`config.mk`:
```
export PLATFORM = sky130hd
export DESIGN_NAME = murmur2_string_hash_top
export DESIGN_NICKNAME = d
export VERILOG_FILES = /design/src/design/mhs_pkg.sv /design/src/design/mhs_front.sv /design/src/design/mhs_queue.sv /design/src/design/mhs_back.sv /design/src/design/murmur2_string_hash_top.sv
export SDC_FILE = /design/constraint.sdc
export NUM_CORES = 2
export LEC_CHECK = 0
export ABC_AREA = 1
export ABC_CLOCK_PERIOD_IN_PS = 10800
export BUFFER_PORTS_ARGS = -buffer_cell sky130_fd_sc_hd__buf_2
export CAP_MARGIN = 40
export CORE_ASPECT_RATIO = 0.8
export CORE_MARGIN = 3
export CORE_UTILIZATION = 60
export CTS_CLUSTER_SIZE = 12
export DETAILED_ROUTE_END_ITERATION = 16
export PLACE_DENSITY = 0.77
export SLEW_MARGIN = 40
export SYNTH_ARGS = -nofsm -noshare
export SYNTH_HDL_FRONTEND = slang
export SYNTH_HIERARCHICAL = 1
export SYNTH_SLANG_ARGS = --single-unit
```
`constraint.sdc`:
```
create_clock -name clk -period 10.8 [get_ports clk]
set_input_delay 2.16 -clock clk [delete_from_list [all_inputs] [get_ports clk]]
set_output_delay 2.16 -clock clk [all_outputs]
set_load 0.01 [all_outputs]
```
`src/design/mhs_pkg.sv`:
```
// Shared constants, types and helpers for the MurmurHash2 string hash block.
`timescale 1ns / 1ps
`default_nettype none

package mhs_pkg;

    // Hash multiplier and the reset value of the seed register.
    localparam logic [31:0] MIX_MUL    = 32'h5bd1_e995;
    localparam logic [31:0] SEED_RESET = 32'hc70f_6907;

    // Shift amounts of the word mix and the final mix.
    localparam int unsigned WORD_SHIFT = 24;
    localparam int unsigned FIN_SHIFT1 = 13;
    localparam int unsigned FIN_SHIFT2 = 15;

    // Queue between the front and the back.
    localparam int unsigned Q_DEPTH = 4;
    localparam int unsigned Q_AW    = $clog2(Q_DEPTH);

    // What an item contributes to the accumulator.
    localparam logic [1:0] KIND_NONE = 2'd0;
    localparam logic [1:0] KIND_TAIL = 2'd1;
    localparam logic [1:0] KIND_FULL = 2'd2;

    // One classified item as it travels through the queue.
    typedef struct packed {
        logic [31:0] init;   // seed XOR total length, used when first is set
        logic [31:0] data;   // mixed word or masked tail bytes
        logic [1:0]  kind;
        logic        first;
        logic        last;
    } mhs_entry_t;

    // Keeps the valid low bytes of a tail word (count of 1 to 3).
    function automatic logic [31:0] tail_mask(input logic [1:0] count);
        logic [31:0] mask;
        unique case (count)
            2'd1:    mask = 32'h0000_00ff;
            2'd2:    mask = 32'h0000_ffff;
            2'd3:    mask = 32'h00ff_ffff;
            default: mask = 32'h0000_0000;
        endcase
        return mask;
    endfunction

endpackage

`default_nettype wire

```
`src/design/mhs_front.sv`:
```
// Front end: accepts items, classifies them and premixes full words in two stages.
`timescale 1ns / 1ps
`default_nettype none

module mhs_front (
    input  wire logic                clk,
    input  wire logic                rst_n,
    input  wire logic [31:0]         seed,
    input  wire logic                in_valid,
    output logic                     in_ready,
    input  wire logic [31:0]         data_word,
    input  wire logic [2:0]          byte_count,
    input  wire logic                first,
    input  wire logic                last,
    input  wire logic [31:0]         total_length,
    output logic                     q_push,
    output mhs_pkg::mhs_entry_t      q_entry,
    input  wire logic                q_full
);
    import mhs_pkg::*;

    logic        s1_valid_reg;
    logic        s1_valid_next;
    logic [31:0] s1_k1_reg;
    logic [31:0] s1_tail_reg;
    logic [31:0] s1_init_reg;
    logic [1:0]  s1_kind_reg;
    logic        s1_first_reg;
    logic        s1_last_reg;

    logic        s2_valid_reg;
    logic        s2_valid_next;
    mhs_entry_t  s2_entry_reg;
    mhs_entry_t  s2_entry_next;

    logic        accept;
    logic        s1_adv;
    logic        s2_adv;
    logic [1:0]  kind_in;
    logic [31:0] k1_xs;
    logic [31:0] k2;

    // Pipeline flow control: each stage moves when the one after it has room.
    always_comb
    begin
        s2_adv   = s2_valid_reg && !q_full;
        s1_adv   = s1_valid_reg && (!s2_valid_reg || s2_adv);
        in_ready = !s1_valid_reg || s1_adv;
        accept   = in_valid && in_ready;
    end

    // Classify by byte count; counts above four behave as four.
    always_comb
    begin
        priority if (byte_count[2])
        begin
            kind_in = KIND_FULL;
        end
        else if (byte_count[1:0] == 2'd0)
        begin
            kind_in = KIND_NONE;
        end
        else
        begin
            kind_in = KIND_TAIL;
        end
    end

    // Second multiply of the word mix and the queue entry it feeds.
    always_comb
    begin
        k1_xs              = s1_k1_reg ^ (s1_k1_reg >> WORD_SHIFT);
        k2                 = k1_xs * MIX_MUL;
        s2_entry_next.init  = s1_init_reg;
        s2_entry_next.data  = (s1_kind_reg == KIND_FULL) ? k2 : s1_tail_reg;
        s2_entry_next.kind  = s1_kind_reg;
        s2_entry_next.first = s1_first_reg;
        s2_entry_next.last  = s1_last_reg;
    end

    always_comb
    begin
        s1_valid_next = accept || (s1_valid_reg && !s1_adv);
        s2_valid_next = s1_adv || (s2_valid_reg && !s2_adv);
    end

    // Stage valid flags.
    always_ff @(posedge clk or negedge rst_n)
    begin
        if (!rst_n)
        begin
            s1_valid_reg <= 1'b0;
            s2_valid_reg <= 1'b0;
        end
        else
        begin
            s1_valid_reg <= s1_valid_next;
            s2_valid_reg <= s2_valid_next;
        end
    end

    // Stage one payload: first multiply, tail masking, initial hash value.
    always_ff @(posedge clk)
    begin
        if (accept)
        begin
            s1_k1_reg    <= data_word * MIX_MUL;
            s1_tail_reg  <= data_word & tail_mask(byte_count[1:0]);
            s1_init_reg  <= seed ^ total_length;
            s1_kind_reg  <= kind_in;
            s1_first_reg <= first;
            s1_last_reg  <= last;
        end
    end

    // Stage two payload.
    always_ff @(posedge clk)
    begin
        if (s1_adv)
        begin
            s2_entry_reg <= s2_entry_next;
        end
    end

    assign q_push  = s2_valid_reg;
    assign q_entry = s2_entry_reg;

endmodule

`default_nettype wire

```
`src/design/mhs_queue.sv`:
```
// Short register queue that decouples the front end from the accumulator.
`timescale 1ns / 1ps
`default_nettype none

module mhs_queue (
    input  wire logic                clk,
    input  wire logic                rst_n,
    input  wire logic                push,
    input  wire mhs_pkg::mhs_entry_t push_entry,
    output logic                     full,
    input  wire logic                pop,
    output mhs_pkg::mhs_entry_t      head,
    output logic                     empty
);
    import mhs_pkg::*;

    localparam int unsigned CW = $clog2(Q_DEPTH + 1);

    mhs_entry_t      slots_reg [Q_DEPTH];
    logic [Q_AW-1:0] wr_ptr_reg;
    logic [Q_AW-1:0] wr_ptr_next;
    logic [Q_AW-1:0] rd_ptr_reg;
    logic [Q_AW-1:0] rd_ptr_next;
    logic [CW-1:0]   count_reg;
    logic [CW-1:0]   count_next;
    logic            do_push;
    logic            do_pop;

    always_comb
    begin
        full    = (count_reg == CW'(Q_DEPTH));
        empty   = (count_reg == '0);
        do_push = push && !full;
        do_pop  = pop && !empty;
        head    = slots_reg[rd_ptr_reg];
    end

    // Pointer and fill count update.
    always_comb
    begin
        wr_ptr_next = do_push ? wr_ptr_reg + 1'b1 : wr_ptr_reg;
        rd_ptr_next = do_pop ? rd_ptr_reg + 1'b1 : rd_ptr_reg;
        count_next  = count_reg;
        if (do_push && !do_pop)
        begin
            count_next = count_reg + 1'b1;
        end
        else if (do_pop && !do_push)
        begin
            count_next = count_reg - 1'b1;
        end
    end

    always_ff @(posedge clk or negedge rst_n)
    begin
        if (!rst_n)
        begin
            wr_ptr_reg <= '0;
            rd_ptr_reg <= '0;
            count_reg  <= '0;
        end
        else
        begin
            wr_ptr_reg <= wr_ptr_next;
            rd_ptr_reg <= rd_ptr_next;
            count_reg  <= count_next;
        end
    end

    // Entry storage.
    always_ff @(posedge clk)
    begin
        if (do_push)
        begin
            slots_reg[wr_ptr_reg] <= push_entry;
        end
    end

endmodule

`default_nettype wire

```
`src/design/mhs_back.sv`:
```
// Back end: folds queued items into the accumulator and runs the final mix.
`timescale 1ns / 1ps
`default_nettype none

module mhs_back (
    input  wire logic                clk,
    input  wire logic                rst_n,
    input  wire mhs_pkg::mhs_entry_t head,
    input  wire logic                empty,
    output logic                     pop,
    output logic                     out_valid,
    input  wire logic                out_ready,
    output logic [31:0]              hash
);
    import mhs_pkg::*;

    localparam logic [1:0] ST_RUN  = 2'd0;
    localparam logic [1:0] ST_FIN1 = 2'd1;
    localparam logic [1:0] ST_FIN2 = 2'd2;

    logic [1:0]  state_reg;
    logic [1:0]  state_next;
    logic [31:0] acc_reg;
    logic [31:0] acc_next;
    logic [31:0] fin_reg;
    logic [31:0] fin_next;
    logic        out_valid_reg;
    logic        out_valid_next;
    logic [31:0] hash_reg;
    logic [31:0] hash_next;

    logic [31:0] h_base;
    logic [31:0] h_fold;
    logic [31:0] fin_xs;
    logic        out_free;

    // Accumulator fold of the item at the head of the queue.
    always_comb
    begin
        h_base = head.first ? head.init : acc_reg;
        unique case (head.kind)
            KIND_FULL: h_fold = (h_base * MIX_MUL) ^ head.data;
            KIND_TAIL: h_fold = (h_base ^ head.data) * MIX_MUL;
            default:   h_fold = h_base;
        endcase
    end

    // Sequencer: one fold per cycle in ST_RUN, then ST_FIN1 and ST_FIN2.
    always_comb
    begin
        out_free       = !out_valid_reg || out_ready;
        fin_xs         = acc_reg ^ (acc_reg >> FIN_SHIFT1);
        state_next     = state_reg;
        acc_next       = acc_reg;
        fin_next       = fin_reg;
        hash_next      = hash_reg;
        out_valid_next = out_valid_reg && !out_ready;
        pop            = 1'b0;
        unique case (state_reg)
            ST_RUN:
            begin
                if (!empty)
                begin
                    pop      = 1'b1;
                    acc_next = h_fold;
                    if (head.last)
                    begin
                        state_next = ST_FIN1;
                    end
                end
            end
            ST_FIN1:
            begin
                fin_next   = fin_xs * MIX_MUL;
                state_next = ST_FIN2;
            end
            ST_FIN2:
            begin
                if (out_free)
                begin
                    hash_next      = fin_reg ^ (fin_reg >> FIN_SHIFT2);
                    out_valid_next = 1'b1;
                    state_next     = ST_RUN;
                end
            end
            default:
            begin
                state_next = ST_RUN;
            end
        endcase
    end

    // Control state.
    always_ff @(posedge clk or negedge rst_n)
    begin
        if (!rst_n)
        begin
            state_reg     <= ST_RUN;
            acc_reg       <= '0;
            out_valid_reg <= 1'b0;
        end
        else
        begin
            state_reg     <= state_next;
            acc_reg       <= acc_next;
            out_valid_reg <= out_valid_next;
        end
    end

    // Final mix and result payload.
    always_ff @(posedge clk)
    begin
        fin_reg  <= fin_next;
        hash_reg <= hash_next;
    end

    assign out_valid = out_valid_reg;
    assign hash      = hash_reg;

endmodule

`default_nettype wire

```
`src/design/murmur2_string_hash_top.sv`:
```
// Top level of the streaming 32-bit MurmurHash2 string hash.
//
//  Channel   Direction  Contents
//  s_axis    in         string words; tdata, tlast = last, tuser = first
//  m_axis    out        one hash per string, sent on the last item
//  cfg       in         seed register write, reset value 0xc70f6907
//
// The input takes one item per cycle while the front pipeline and queue have room.
// An item passes through the front pipeline stages s1 and s2 and then the queue; the
// back end folds one item per cycle while it is not running the final mix.
// A last item then runs the final mix before its hash enters the output register.
// Reset clears the pipeline, queue, accumulator and output; no clearing pass is needed.
// A stalled output holds the back end at its next last item, and the queue then fills
// before the input stalls.
`timescale 1ns / 1ps
`default_nettype none

module murmur2_string_hash_top (
    input  wire logic        clk,
    input  wire logic        rst_n,
    input  wire logic        s_axis_tvalid,
    output logic             s_axis_tready,
    // data_word [31:0], byte_count [34:32], total_length [66:35], zero [71:67]
    input  wire logic [71:0] s_axis_tdata,
    input  wire logic        s_axis_tlast,
    // first [0]
    input  wire logic [0:0]  s_axis_tuser,
    output logic             m_axis_tvalid,
    input  wire logic        m_axis_tready,
    // hash [31:0]
    output logic [31:0]      m_axis_tdata,
    input  wire logic        cfg_wr_en,
    input  wire logic [31:0] cfg_wr_data
);
    import mhs_pkg::*;

    logic [31:0] seed_reg;
    logic [31:0] seed_next;
    logic        q_push;
    logic        q_full;
    logic        q_pop;
    logic        q_empty;
    mhs_entry_t  q_in;
    mhs_entry_t  q_head;

    // Seed register.
    assign seed_next = cfg_wr_en ? cfg_wr_data : seed_reg;

    always_ff @(posedge clk or negedge rst_n)
    begin
        if (!rst_n)
        begin
            seed_reg <= SEED_RESET;
        end
        else
        begin
            seed_reg <= seed_next;
        end
    end

    mhs_front u_front (
        .clk          (clk),
        .rst_n        (rst_n),
        .seed         (seed_reg),
        .in_valid     (s_axis_tvalid),
        .in_ready     (s_axis_tready),
        .data_word    (s_axis_tdata[31:0]),
        .byte_count   (s_axis_tdata[34:32]),
        .first        (s_axis_tuser[0]),
        .last         (s_axis_tlast),
        .total_length (s_axis_tdata[66:35]),
        .q_push       (q_push),
        .q_entry      (q_in),
        .q_full       (q_full)
    );

    mhs_queue u_queue (
        .clk        (clk),
        .rst_n      (rst_n),
        .push       (q_push),
        .push_entry (q_in),
        .full       (q_full),
        .pop        (q_pop),
        .head       (q_head),
        .empty      (q_empty)
    );

    mhs_back u_back (
        .clk       (clk),
        .rst_n     (rst_n),
        .head      (q_head),
        .empty     (q_empty),
        .pop       (q_pop),
        .out_valid (m_axis_tvalid),
        .out_ready (m_axis_tready),
        .hash      (m_axis_tdata)
    );

endmodule

`default_nettype wire
```
# Yosys cells after proc, flatten, opt, wreduce, memory -nomap -nowiden
# Memories as Yosys holds them, arrays and structs flattened.
# Cells that the tools add are included.
# totals
regBits,308
ram_bits,272
inputBits,111
output_inout_bits,34
elab_cells,100
memories,1
# memory_table
name,words,width,read_ports,rd_ports_with_merged_regs,wr,line,source
u_queue.slots_reg,4,68,1,0,1,mhs_queue.sv:19,mhs_entry_t slots_reg [Q_DEPTH];
# op_classes
n_addsub,4
multipliers,5
n_eq_ne,12
muxes,18
bitwise_logic,8
reduce_logical,30
# ops
operator,n
"multiplier 32 x 31 -> 32 bit, second input constant",5
two-way mux 32 bit,3
bitwise XOR 32 bit,3
one-hot mux 24 bit (3 select lines),1
one-hot mux 32 bit (2 select lines),1
bitwise AND 32 bit,1
bitwise XOR 32 x 17 -> 32 bit,1
bitwise XOR 32 x 19 -> 32 bit,1
bitwise XOR 32 x 8 -> 32 bit,1
"== test 2 bit, second input constant",5
logical AND 1 bit,9
logical NOT 1 bit,9
two-way mux 1 bit,7
"== test 2 x 1 -> 1 bit, second input constant",3
two-way mux 2 bit,3
two-way mux 3 bit,2
one-hot mux 2 bit (3 select lines),1
logical OR 1 bit,5
"adder 2 x 1 -> 2 bit, second input constant",2
logical NOT 2 bit,2
"inequality test 2 bit, second input constant",2
AND reduction 2 bit,2
"adder 3 x 1 -> 3 bit, second input constant",1
"== test 3 bit, second input constant",1
other kinds (6),6

# Logic depth before layout (Yosys ltp)
# logic_depth
depth_word,9
ltp_mapped,48
depth_no_buf,44

# Modules after synthesis
# The synthesis kept the hierarchy.
# by_module_without_submodules
mod,instances,cells_each,area_each_um2,seq_area_each_um2
mhs_back,1,3725,32812.7,2797.7
mhs_front,1,2495,24287.0,4854.7
mhs_queue,1,855,11343.4,8343.0
murmur2_string_hash_top,1,136,1312.5,820.8

# Worst setup path after synthesis
# OpenSTA, ideal clock, no wires.
# synth_path
path_type,flip-flop to flip-flop
start,reg u_queue.rd_ptr_reg[0]
end,reg u_back.acc_reg[30]
setup_time_ps,116
arrival_time_ps,7819
required_ps,10684
setup_slack_ps,2865
stages_incl_launch_ff,39
path_buffers,7
synth_period_minus_slack_ps,7935
cell_sequence,dfrtp_1 -> inv_2 -> buf_6 -> buf_6 -> o211ai_1 -> nand2_1 -> buf_6 -> buf_8 -> buf_8 -> buf_8 -> clkbuf_1 -> nand2_1 -> nand2_1 -> xor2_1 -> inv_1 -> fa_1 -> inv_1 -> ha_1 -> [... 3 more ...] -> fa_1 -> fa_1 -> fa_1 -> fa_1 -> inv_1 -> fa_1 -> inv_1 -> ha_1 -> inv_1 -> nor3_1 -> nand2_1 -> inv_1 -> a221oi_1 -> nand3_1 -> nand3_1 -> nand3_1 -> nand2_1 -> nand2_1
# synth_rtl
element,line,source
start: declaration,mhs_queue.sv:22,logic [Q_AW-1:0] rd_ptr_reg;
start signal: assignment,mhs_queue.sv:65,rd_ptr_reg <= rd_ptr_next;
end signal: assignment,mhs_back.sv:105,acc_reg <= acc_next;
end: declaration,mhs_back.sv:23,logic [31:0] acc_reg;

==> impl_metrics.yaml <==
global_routing:
  use_met1_pct: 45.9
  grt_max_degree: 151
  grtUsageMet2_pct: 44.6
  grt_overflow: 0
  top_usage_layer: "met1"
  grt_pass1_vias: 50117
  grt_pass1_wl_um: 286000
  grt.met3_usage_pct: 11.4
  grt_usage_pct: 31.3
  antenna_found_initial: 5
drt:
  vias: 49267
  ant_nets: 0
  via_per_inst: 5.50
  drcViolationCount: 0
  dr.pass1.iters: 6
  drt_iter0_markers: 4856
  drt_wl_total_um: 187000
  wl_per_cell_um: 20.9
timing:
  slew_headroom_pct: 26.9
  tns_ns: 0
  rsz0062_at_grt: "false"
  hold_violations: 0
  worstMarginPinSlew_ns: 1.08
  post-route-period-util_pct: 85.6
  setup_violations: 0
  fmax_ghz: 0.108
  drv_slew: 0
  fin_crit_ns: 9.25
  finClkSkew_ns: 0.0643
floorplanning:
  die_w_um: 387
  fp.dieArea_sq_mm: 0.120
  start_util_pct: 60.7
  die_height_um: 311
  ios: 145
  core_area_sq_mm: 0.115
  fp-row-count: 111
clocking:
  path_clk_slew_ns: 0.06
  clockBufferDepth: 3
  post_cts_buffers: 0
  cts_made_buffers: 57
  htree_levels: 2
  cts.repair.resized: 0
  clkSinkCount: 572
  cts_tree: "done"
  cts-root-buf: "clkbuf_16"
  postCtsHoldBufs: 0
  insertion_delay_ns: 0.68
placement:
  hpwlAfterDp_um: 152000
  portBuffers: 139
  gp_congestion: 1.01
synth:
  synth-edff-count: 496
  synthesis.nets: 9274
  synth_seq_cells: 572
  netlist-cell-type-count: 64
  yosysSeqAreaShare_pct: 24.1
  synth-async-reset-ratio_pct: 13.3
  syn-cell-area_sq_mm: 0.0698
  synth_flop_cell: "edfxtp_1"
  synth_warnings: 6
  syn_area_per_cell_sq_um: 9.67
  synthCells: 7211
final_layout:
  final_nets: 9448
  final_cell_mix: "2,151 x inv_1, 1,065 x ha_1, 1,032 x nand2_1"
  fill_cells: 9012
  largest_reg_flops: 272
  syn2layout_area_growth_pct: 6.07
  drive_gt1_share_pct: 5.78
  layout_commonest_cell: "inv_1"
setup_path:
  cp_max_fo: 54
  slowest_stage: "o21ai_0"
  rr_endpoint: "u_back/acc_reg[22]"
  crit_path_frequent_cell: "inv_1"
  critPathRequiredTime_ns: 11.30
  crit_path_max_incr_delay_ns: 0.66
  cp.arrival_ns: 9.75
  critPathLaunchType: "register"
  rrSetupSlack_ns: 1.55
  r2r_start: "u_queue/rd_ptr_reg[0]"
  critPathKind: "reg2reg"
  crit_start: "u_queue/rd_ptr_reg[0]"
  cp-end-kind: "register"
  r2r_cells: 35
hold_path:
  min_to: "u_front/q_entry[42]"
  hold_path_depth: 0
  min_path_type: "reg2reg"
  worstHoldStart: "u_front/s1_init_reg[6]"
status:
  outcome: "finished clean"
job:
  drv_cap: 0
-- stage by stage --
stage / util (%) / instances / area (sq um) / hold slack [ns] / setup slack [ns]
global route: 64.3 / 8952 / 74000 / 0.424 / 1.14
detailed placement: 62.8 / 8850 / 72200 / 0.405 / 1.95
CTS: 64.3 / 8950 / 73900 / 0.418 / 1.87
finish: 64.3 / 8954 / 74000 / 0.414 / 1.55
floorplan: - / 7211 / 69800 / 0.400 / 2.87
global placement: 62.8 / 8850 / 72200 / 0.406 / 1.99
-- per-layer routing --
metal	routed length, um	up-vias
li1	-	22489
met1	80100	24080
met2	77600	2399
met3	25600	293
met4	4040	6
met5	124	-
-- worst max-delay path by stage --
stage / slack, ns / endpoint
floorplan: 2.87 / u_back/acc_reg[30]
global placement: 1.99 / u_back/acc_reg[28]
detailed placement: 1.95 / u_front/s1_k1_reg[31]
CTS: 1.87 / u_back/acc_reg[28]
global route: 1.14 / u_back/acc_reg[28]
finish: 1.55 / u_back/acc_reg[22]
-- synth_stat cells, types with 5 or more instances --
cell type / number / area, sq um
xor2_2: 6 / 97.6
or2_1: 6 / 37.5
o211ai_1: 152 / 1140
nand4_1: 16 / 100
dfrtp_1: 60 / 1500
inv_1: 2153 / 8080
a21boi_0: 5 / 37.5
o21a_1: 7 / 52.6
nor2_1: 175 / 657
a21o_1: 10 / 75.1
nand3_1: 166 / 831
nand2_2: 44 / 275
o21ai_0: 146 / 731
edfxtp_1: 496 / 14900
nor3_1: 15 / 75.1
nand2_4: 7 / 78.8
clkbuf_8: 6 / 82.6
clkbuf_1: 23 / 86.3
o21ai_4: 5 / 81.3
inv_2: 6 / 22.5
xor2_1: 206 / 1800
nand3b_1: 16 / 120
buf_6: 30 / 338
xnor2_1: 110 / 963
buf_2: 16 / 80.1
fa_1: 887 / 17800
a21oi_2: 6 / 52.6
ha_1: 1065 / 13300
a21oi_1: 190 / 951
o21ai_1: 12 / 60.1
or2_2: 17 / 106
o21bai_1: 21 / 158
dfstp_2: 16 / 420
a31oi_1: 10 / 62.6
nand2_1: 1033 / 3880
o21ai_2: 12 / 105
-- cell type report --
class	count	area, sq um	share of cell area (%)
Inverter	2162	8140	11.0
Clock buffer	86	1550	2.09
Timing Repair Buffer	199	1210	1.64
Antenna cell	3	7.51	0.0101
Sequential cell	572	16800	22.7
Tap cell	1525	1910	2.58
Clock inverter	14	140	0.189
Multi-Input combinational cell	4393	44200	59.8
-- critical path, delay by kind of cell (launching register included) --
kind / cells / cell delay (ns)
AND/OR/NAND/NOR: 9 / 1.32
adder cells (fa/ha/maj): 8 / 3.35
buffers and inverters: 11 / 1.59
AO/OA/AOI/OAI: 5 / 1.63
flip-flops: 1 / 0.43
XOR/XNOR: 2 / 0.71
-- kinds of logic after synthesis --
| logic type | count (synthesis) | share of synthesized area, % |
|---|---|---|
| xor gates and xnor gates | 328 | 4.31 |
| DFF | 572 | 24.1 |
| buffers and inverters | 2246 | 12.7 |
| adders and majority gates | 1952 | 44.6 |
| AOI/OAI and AO/OA | 596 | 5.29 |
| and+or+nand+nor | 1517 | 9.08 |
Power is left out: the tool's default activity adds up to more than one toggle a clock period on the data nets, which glitch-free logic cannot reach.
